`config.mk`:
```
export PLATFORM = sky130hd
export DESIGN_NAME = ordered_array_insert_delete
export DESIGN_NICKNAME = d
export VERILOG_FILES = /design/src/design/oaid_pkg.sv /design/src/design/oaid_ctrl.sv /design/src/design/oaid_dp.sv /design/src/design/ordered_array_insert_delete.sv
export SDC_FILE = /design/constraint.sdc
export NUM_CORES = 2
export LEC_CHECK = 0
export BUFFER_PORTS_ARGS = -buffer_cell sky130_fd_sc_hd__buf_4
export CAP_MARGIN = 20
export CORE_MARGIN = 1.5
export CORE_UTILIZATION = 64
export DETAILED_ROUTE_END_ITERATION = 6
export PLACE_DENSITY_LB_ADDON = 0.15
export SLEW_MARGIN = 10
export SYNTH_ARGS = -nofsm -noshare
export SYNTH_HDL_FRONTEND = slang
export SYNTH_SLANG_ARGS = --single-unit
```
`constraint.sdc`:
```
create_clock -name clk -period 9.6 [get_ports clk]
set_input_delay 0.96 -clock clk [delete_from_list [all_inputs] [get_ports clk]]
set_output_delay 0.96 -clock clk [all_outputs]
set_load 0.02 [all_outputs]
```
`src/design/oaid_pkg.sv`:
```
// ----------------------------------------------------------------------------
// oaid_pkg: shared types and constants of the ordered array block
// Widths, operation and status codes, controller state and the
// command and status bundles between controller and datapath.
// ----------------------------------------------------------------------------
package oaid_pkg;

    localparam int CAPACITY  = 32;
    localparam int FUNC_W    = 3;
    localparam int POS_W     = 6;
    localparam int DATA_W    = 32;
    localparam int STAT_W    = 2;
    localparam int CNT_OUT_W = 6;
    localparam int CNT_W     = $clog2(CAPACITY + 1);
    localparam int IDX_W     = $clog2(CAPACITY);
    localparam int CMP_W     = ((POS_W > CNT_W) ? POS_W : CNT_W) + 1;

    localparam logic [FUNC_W-1:0] FN_INSERT = 3'd0;
    localparam logic [FUNC_W-1:0] FN_DELETE = 3'd1;
    localparam logic [FUNC_W-1:0] FN_DUMP   = 3'd2;
    localparam logic [FUNC_W-1:0] FN_APPEND = 3'd3;
    localparam logic [FUNC_W-1:0] FN_CLEAR  = 3'd4;

    localparam logic [STAT_W-1:0] STAT_OK    = 2'd0;
    localparam logic [STAT_W-1:0] STAT_EMPTY = 2'd1;
    localparam logic [STAT_W-1:0] STAT_RANGE = 2'd2;
    localparam logic [STAT_W-1:0] STAT_FULL  = 2'd3;

    typedef enum logic [1:0] {
        S_IDLE = 2'b01,
        S_DUMP = 2'b10
    } ctrl_state_t;

    typedef struct packed {
        logic exec;
        logic dump_start;
        logic dump_step;
    } dp_cmd_t;

    typedef struct packed {
        logic empty;
        logic dump_last;
    } dp_stat_t;

endpackage

```
`src/design/oaid_ctrl.sv`:
```
// ----------------------------------------------------------------------------
// oaid_ctrl: controller of the ordered array block
// Sequences single-result operations and dumps of one result per held
// word, and owns the valid flag of the output register.
// ----------------------------------------------------------------------------
module oaid_ctrl
    import oaid_pkg::*;
(
    input  logic              clk,
    input  logic              rst_n,
    input  logic              in_valid,
    output logic              in_ready,
    input  logic [FUNC_W-1:0] func,
    output logic              out_valid,
    input  logic              out_ready,
    output dp_cmd_t           cmd,
    input  dp_stat_t          stat
);

    ctrl_state_t state_reg, state_next;
    logic        out_valid_reg, out_valid_next;
    logic        out_free;
    logic        accept;

    always_comb
    begin
        out_free       = !out_valid_reg || out_ready;
        in_ready       = (state_reg == S_IDLE) && out_free;
        accept         = in_valid && in_ready;
        cmd            = '0;
        state_next     = state_reg;
        unique case (state_reg)
            S_IDLE:
            begin
                if (accept)
                begin
                    if (func == FN_DUMP && !stat.empty)
                    begin
                        cmd.dump_start = 1'b1;
                        state_next     = S_DUMP;
                    end
                    else
                    begin
                        cmd.exec = 1'b1;
                    end
                end
            end
            S_DUMP:
            begin
                if (out_free)
                begin
                    cmd.dump_step = 1'b1;
                    if (stat.dump_last)
                    begin
                        state_next = S_IDLE;
                    end
                end
            end
            default:
            begin
                state_next = S_IDLE;
            end
        endcase
        if (cmd.exec || cmd.dump_step)
        begin
            out_valid_next = 1'b1;
        end
        else if (out_ready)
        begin
            out_valid_next = 1'b0;
        end
        else
        begin
            out_valid_next = out_valid_reg;
        end
    end

    always_ff @(posedge clk or negedge rst_n)
    begin
        if (!rst_n)
        begin
            state_reg     <= S_IDLE;
            out_valid_reg <= 1'b0;
        end
        else
        begin
            state_reg     <= state_next;
            out_valid_reg <= out_valid_next;
        end
    end

    assign out_valid = out_valid_reg;

endmodule

```
`src/design/oaid_dp.sv`:
```
// ----------------------------------------------------------------------------
// oaid_dp: datapath of the ordered array block
// Chain of shifting word cells with a count, operation checks, dump index
// and the output result register.
// ----------------------------------------------------------------------------
module oaid_dp
    import oaid_pkg::*;
(
    input  logic                     clk,
    input  logic                     rst_n,
    input  logic [FUNC_W-1:0]        func,
    input  logic [POS_W-1:0]         position,
    input  logic signed [DATA_W-1:0] value_in,
    input  dp_cmd_t                  cmd,
    output dp_stat_t                 stat,
    output logic [STAT_W-1:0]        status,
    output logic signed [DATA_W-1:0] value_out,
    output logic [POS_W-1:0]         out_position,
    output logic [CNT_OUT_W-1:0]     count_out,
    output logic                     last
);

    logic signed [DATA_W-1:0] cell_reg  [CAPACITY];
    logic signed [DATA_W-1:0] cell_next [CAPACITY];
    logic [CNT_W-1:0]         count_reg, count_next, count_upd;
    logic [IDX_W-1:0]         dump_idx_reg, dump_idx_next;

    logic [STAT_W-1:0]        status_reg, status_next;
    logic signed [DATA_W-1:0] value_out_reg, value_out_next;
    logic [POS_W-1:0]         out_position_reg, out_position_next;
    logic [CNT_OUT_W-1:0]     count_out_reg, count_out_next;
    logic                     last_reg, last_next;

    logic [CMP_W-1:0] cnt_ext, pos_ext;
    logic             is_empty, bad_pos, is_full;
    logic             do_ins, do_del, do_app, do_clr;
    logic [STAT_W-1:0] op_stat;

    always_comb
    begin
        cnt_ext  = CMP_W'(count_reg);
        pos_ext  = CMP_W'(position);
        is_empty = (count_reg == '0);
        bad_pos  = (position == '0) || (pos_ext > cnt_ext);
        is_full  = (cnt_ext >= CMP_W'(CAPACITY));
        op_stat  = STAT_OK;
        do_ins   = 1'b0;
        do_del   = 1'b0;
        do_app   = 1'b0;
        do_clr   = 1'b0;
        case (func)
            FN_INSERT:
            begin
                if (is_empty)
                    op_stat = STAT_EMPTY;
                else if (bad_pos)
                    op_stat = STAT_RANGE;
                else if (is_full)
                    op_stat = STAT_FULL;
                else
                    do_ins = 1'b1;
            end
            FN_DELETE:
            begin
                if (is_empty)
                    op_stat = STAT_EMPTY;
                else if (bad_pos)
                    op_stat = STAT_RANGE;
                else
                    do_del = 1'b1;
            end
            FN_DUMP:
            begin
                if (is_empty)
                    op_stat = STAT_EMPTY;
            end
            FN_APPEND:
            begin
                if (is_full)
                    op_stat = STAT_FULL;
                else
                    do_app = 1'b1;
            end
            FN_CLEAR:
            begin
                do_clr = 1'b1;
            end
            default:
            begin
                op_stat = STAT_OK;
            end
        endcase

        if (do_ins || do_app)
            count_upd = count_reg + CNT_W'(1);
        else if (do_del)
            count_upd = count_reg - CNT_W'(1);
        else if (do_clr)
            count_upd = '0;
        else
            count_upd = count_reg;
        count_next = cmd.exec ? count_upd : count_reg;

        // shift the chain: each cell looks only at its neighbors and the input word
        for (int i = 0; i < CAPACITY; i++)
        begin
            cell_next[i] = cell_reg[i];
            if (cmd.exec)
            begin
                if (do_ins)
                begin
                    if (CMP_W'(i) + CMP_W'(1) == pos_ext)
                        cell_next[i] = value_in;
                    else if (CMP_W'(i) >= pos_ext && i > 0)
                        cell_next[i] = cell_reg[(i == 0) ? 0 : i - 1];
                end
                else if (do_del)
                begin
                    if (CMP_W'(i) + CMP_W'(1) >= pos_ext && i < CAPACITY - 1)
                        cell_next[i] = cell_reg[(i == CAPACITY - 1) ? i : i + 1];
                end
                else if (do_app)
                begin
                    if (CMP_W'(i) == cnt_ext)
                        cell_next[i] = value_in;
                end
            end
        end

        stat.empty     = is_empty;
        stat.dump_last = ((CNT_W'(dump_idx_reg) + CNT_W'(1)) == count_reg);

        if (cmd.dump_start)
            dump_idx_next = '0;
        else if (cmd.dump_step)
            dump_idx_next = dump_idx_reg + IDX_W'(1);
        else
            dump_idx_next = dump_idx_reg;

        status_next       = status_reg;
        value_out_next    = value_out_reg;
        out_position_next = out_position_reg;
        count_out_next    = count_out_reg;
        last_next         = last_reg;
        if (cmd.exec)
        begin
            status_next       = op_stat;
            value_out_next    = '0;
            out_position_next = '0;
            count_out_next    = CNT_OUT_W'(count_upd);
            last_next         = 1'b1;
        end
        else if (cmd.dump_step)
        begin
            status_next       = STAT_OK;
            value_out_next    = cell_reg[dump_idx_reg];
            out_position_next = POS_W'(dump_idx_reg) + POS_W'(1);
            count_out_next    = CNT_OUT_W'(count_reg);
            last_next         = stat.dump_last;
        end
    end

    always_ff @(posedge clk)
    begin
        for (int i = 0; i < CAPACITY; i++)
        begin
            cell_reg[i] <= cell_next[i];
        end
        status_reg       <= status_next;
        value_out_reg    <= value_out_next;
        out_position_reg <= out_position_next;
        count_out_reg    <= count_out_next;
        last_reg         <= last_next;
    end

    always_ff @(posedge clk or negedge rst_n)
    begin
        if (!rst_n)
        begin
            count_reg    <= '0;
            dump_idx_reg <= '0;
        end
        else
        begin
            count_reg    <= count_next;
            dump_idx_reg <= dump_idx_next;
        end
    end

    assign status       = status_reg;
    assign value_out    = value_out_reg;
    assign out_position = out_position_reg;
    assign count_out    = count_out_reg;
    assign last         = last_reg;

endmodule

```
`src/design/ordered_array_insert_delete.sv`:
```
// ----------------------------------------------------------------------------
// ordered_array_insert_delete: ordered list of signed words
// Holds up to 32 words in a chain of shifting cells. Insert, delete, append,
// clear, unknown codes and a dump of an empty list each give one result
// transaction; any other dump first starts the read and then gives one
// transaction per held word, one per cycle while the output is not stalled,
// and the input waits until the last one is loaded. A new transaction is
// taken while the previous result is being taken at the output. No clearing
// pass after reset.
// ----------------------------------------------------------------------------
module ordered_array_insert_delete
    import oaid_pkg::*;
(
    input  logic                     clk,
    input  logic                     rst_n,
    input  logic                     in_valid,
    output logic                     in_ready,
    input  logic [FUNC_W-1:0]        func,
    input  logic [POS_W-1:0]         position,
    input  logic signed [DATA_W-1:0] value_in,
    output logic                     out_valid,
    input  logic                     out_ready,
    output logic [STAT_W-1:0]        status,
    output logic signed [DATA_W-1:0] value_out,
    output logic [POS_W-1:0]         out_position,
    output logic [CNT_OUT_W-1:0]     count_out,
    output logic                     last
);

    dp_cmd_t  cmd;
    dp_stat_t stat;

    oaid_ctrl u_ctrl (
        .clk       (clk),
        .rst_n     (rst_n),
        .in_valid  (in_valid),
        .in_ready  (in_ready),
        .func      (func),
        .out_valid (out_valid),
        .out_ready (out_ready),
        .cmd       (cmd),
        .stat      (stat)
    );

    oaid_dp u_dp (
        .clk          (clk),
        .rst_n        (rst_n),
        .func         (func),
        .position     (position),
        .value_in     (value_in),
        .cmd          (cmd),
        .stat         (stat),
        .status       (status),
        .value_out    (value_out),
        .out_position (out_position),
        .count_out    (count_out),
        .last         (last)
    );

endmodule

```
==> results.tsv <==
stage	metric	value	unit
outcome	run_status	finished, violations left	
outcome	violations	DRC	
logic_synthesis	synth_cells	4554	
clock_network	cts.path.max_buffers	3	
critical_path	end_kind	flip-flop	
clock_network	ctsResizeCount	0	
critical_path	endpoint	u_dp.cell_reg[12][16]$_DFFE_PP_	
sta	period_share	55.5	%
floorplanning	fp.dieW	312	um
sta	max-slew-margin-rel	19.9	%
critical_path	crit_chain	clkinv_1, ha_1, a21oi_1, nor2_1, o31a_1, nor3_4, buf_4, o221ai_4, a21oi_4, buf_4	
sta	worst_pin_slew	1.20	ns
critical_path	start_kind	flip-flop	
floorplanning	die_area	0.0971	sq mm
route	wl_per_cell	36.7	um
global_route	grt_pass1_vias	45400	
floorplanning	rows	112	
cells_and_area	design_area	0.0664	sq mm
cells_and_area	drive_above_1_share	18.8	%
global_route	grt_pass1_wl	306000	um
global_route	grt-ovfl-total	0	
sta	fmax	188	MHz
global_route	groute.usage.overall	42.7	%
clock_network	clock_latency	0.74	ns
placed_design	gp_congestion	0.951	
route	via_per_inst	8.21	
logic_synthesis	avgSynthCellArea	13.4	sq um
clock_network	cts_buffers	113	
sta	fin_skew	0.0343	ns
placed_design	post_dp_cell_area	0.0628	sq mm
logic_synthesis	seq_area_frac_synth	52.7	%
clock_network	cts-root-buf	clkbuf_16	
power_and_ir_drop	powerDensity	193	mW/mm^2
critical_path	critPathTopFamily	compound AO/OA/AOI/OAI gates	
clock_network	cts.sinks	1085	
critical_path	startpoint	u_dp.count_reg[3]$_DFFE_PN0P_	
power_and_ir_drop	power	12.8	mW
route	drt_iter0_drc	8281	
sta	finalSetupTns	0	ns
critical_path	path_max_fanout	32	
critical_path	critPathRequiredTime	9.97	ns
critical_path	cpPeakStageDelay	0.87	ns
logic_synthesis	synth_edf_count	1032	
critical_path	path_class	flip-flop to flip-flop	
critical_path	worst_ep_arrival_time	5.70	ns
power_and_ir_drop	p_leak	21.7	nW
sta	hold_ws	0.0859	ns
sta	setup_viol	0	
critical_path	crit_slowest_cell	a21oi_4	
floorplanning	die_h	312	um
floorplanning	core	0.0939	sq mm
sta	slew_violations	0	
clock_network	cts_hold_buf	0	
route	detail-route-antenna-nets	0	
job	max-cap-violations	0	
critical_path	worstReg2RegStart	u_dp.count_reg[3]$_DFFE_PN0P_	
logic_synthesis	synthFlopType	edfxtp_1	
critical_path	crit_top_cell	buf_4	
cells_and_area	finalNetCount	4418	
cells_and_area	fill_cells	6294	
global_route	antenna_found_initial	12	
placed_design	port_buffers	93	
sta	grt_setup_unrepaired	false	
sta	hold_violations	0	
route	wl	210000	um
critical_path	crit_buf_inv	3	
cells_and_area	mostFrequentLayoutCells	edfxtp_1 (1032), a221o_1 (897), and2_1 (760), mux4_2 (320), nand2_1 (238)	
power_and_ir_drop	vdd_ir_drop_max	0.000160	V
route	routed-via-count	47000	
cells_and_area	final_common_cell	edfxtp_1	
global_route	grt_max_degree	227	
clock_network	cts_tree	yes	
clock_network	cts_setup_buffers	0	
floorplanning	ios	94	
route	first_pass_iters	7	
critical_path	path_depth	10	
critical_path	r2r_slack	4.27	ns
cells_and_area	area_delta_synth_final	8.91	%
clock_network	clk_pin_slew_worst_paths	0.06	ns
cells_and_area	largest_reg_flops	1024	
logic_synthesis	async_flop_share	1.29	%
floorplanning	start_util	64.9	%
sta	finalCriticalPeriod	5.33	ns
route	remaining_drc_errors	13	
logic_synthesis	synth_cell_types	74	
logic_synthesis	netlist_area	0.0609	sq mm
clock_network	htreeDepth	3	
critical_path	reg2reg_to	u_dp.cell_reg[12][16]$_DFFE_PP_	
worst_hold_path	hp-class	input port to asynchronous set/reset pin	
logic_synthesis	synth_nets	4611	
logic_synthesis	synth_warnings	0	
logic_synthesis	ys_ff_latch	1085	
placed_design	hpwl	116000	um
critical_path	rr_worst_depth	10	
## how the worst min path moves through the flow
| stage | end | from |
|---|---|---|
| final | u_dp.count_reg[1]$_DFFE_PN0P_ | rst_n |
| after global routing | u_dp.count_reg[1]$_DFFE_PN0P_ | rst_n |
| after CTS | u_dp.count_reg[1]$_DFFE_PN0P_ | rst_n |
| after detailed placement | u_dp.value_out[30]$_SDFFE_PP0P_ | u_dp.value_out[30]$_SDFFE_PP0P_ |
| after global placement | u_dp.value_out[19]$_SDFFE_PP0P_ | u_dp.value_out[19]$_SDFFE_PP0P_ |
| after floorplan | u_dp.out_position[1]$_SDFFE_PP0P_ | u_dp.out_position[1]$_SDFFE_PP0P_ |
## power breakdown
group	internal [mW]	switching (mW)
Combinational	1.15	1.80
Clock	2.37	1.96
Sequential	5.45	0.0778
## per-layer routing
metal,up-vias,share of wire (%),global-route usage [%]
met3,811,16,15.6
met4,10,5.7,21.8
li1,18200,-,-
met1,23300,34,55.7
met5,-,0.033,0.247
met2,4615,45,63.1
## logic make-up after synthesis
kind of cell | count (synthesis) | synth area share, %
buffers and inverters | 535 | 3.74
AND/OR/NAND/NOR | 1397 | 12.9
multiplexers | 356 | 12.5
AO/OA/AOI/OAI | 1156 | 17.7
XOR/XNOR | 13 | 0.187
adder cells (fa/ha/maj) | 12 | 0.246
flip-flops | 1085 | 52.7
## synthesized netlist by cell type, types with 52 or more instances
cell / n / area share (%)
nor2_1: 108 / 0.67
nand3_1: 52 / 0.43
a22oi_1: 64 / 0.79
mux4_2: 320 / 12
and2_0: 141 / 1.4
and2_1: 760 / 7.8
a221o_1: 897 / 15
nand2_1: 243 / 1.5
buf_2: 102 / 0.84
edfxtp_1: 1032 / 51
clkbuf_1: 362 / 2.2
## stage by stage
step	worst slack (ns)	instances	utilization, %
after floorplan	1.53	4554	-
after global placement	4.39	5498	66.9
after detailed placement	4.24	5499	66.9
after CTS	4.45	5710	70.7
after global routing	4.12	5714	70.7
final	4.27	5717	70.7
## worst reg2reg max path: stages (launching register included)
cell and delay (ns):
dfrtp_1 0.63, clkinv_1 0.37, ha_1 0.39, a21oi_1 0.14
nor2_1 0.08, o31a_1 0.48, nor3_4 0.19, buf_4 0.69
o221ai_4 0.59, a21oi_4 0.87, buf_4 0.54
## layout make-up
cell class	instances	area (sq um)	area share [%]
Antenna cell	6	15.0	0.0226
Clock buffer	164	3130	4.71
Clock inverter	47	408	0.615
Inverter	11	41.3	0.0622
Multi-Input combinational cell	2934	27400	41.2
Sequential cell	1085	32100	48.4
Tap cell	1254	1570	2.36
Timing Repair Buffer	216	1710	2.58
Note: power is estimated with default switching activity, not from simulation.
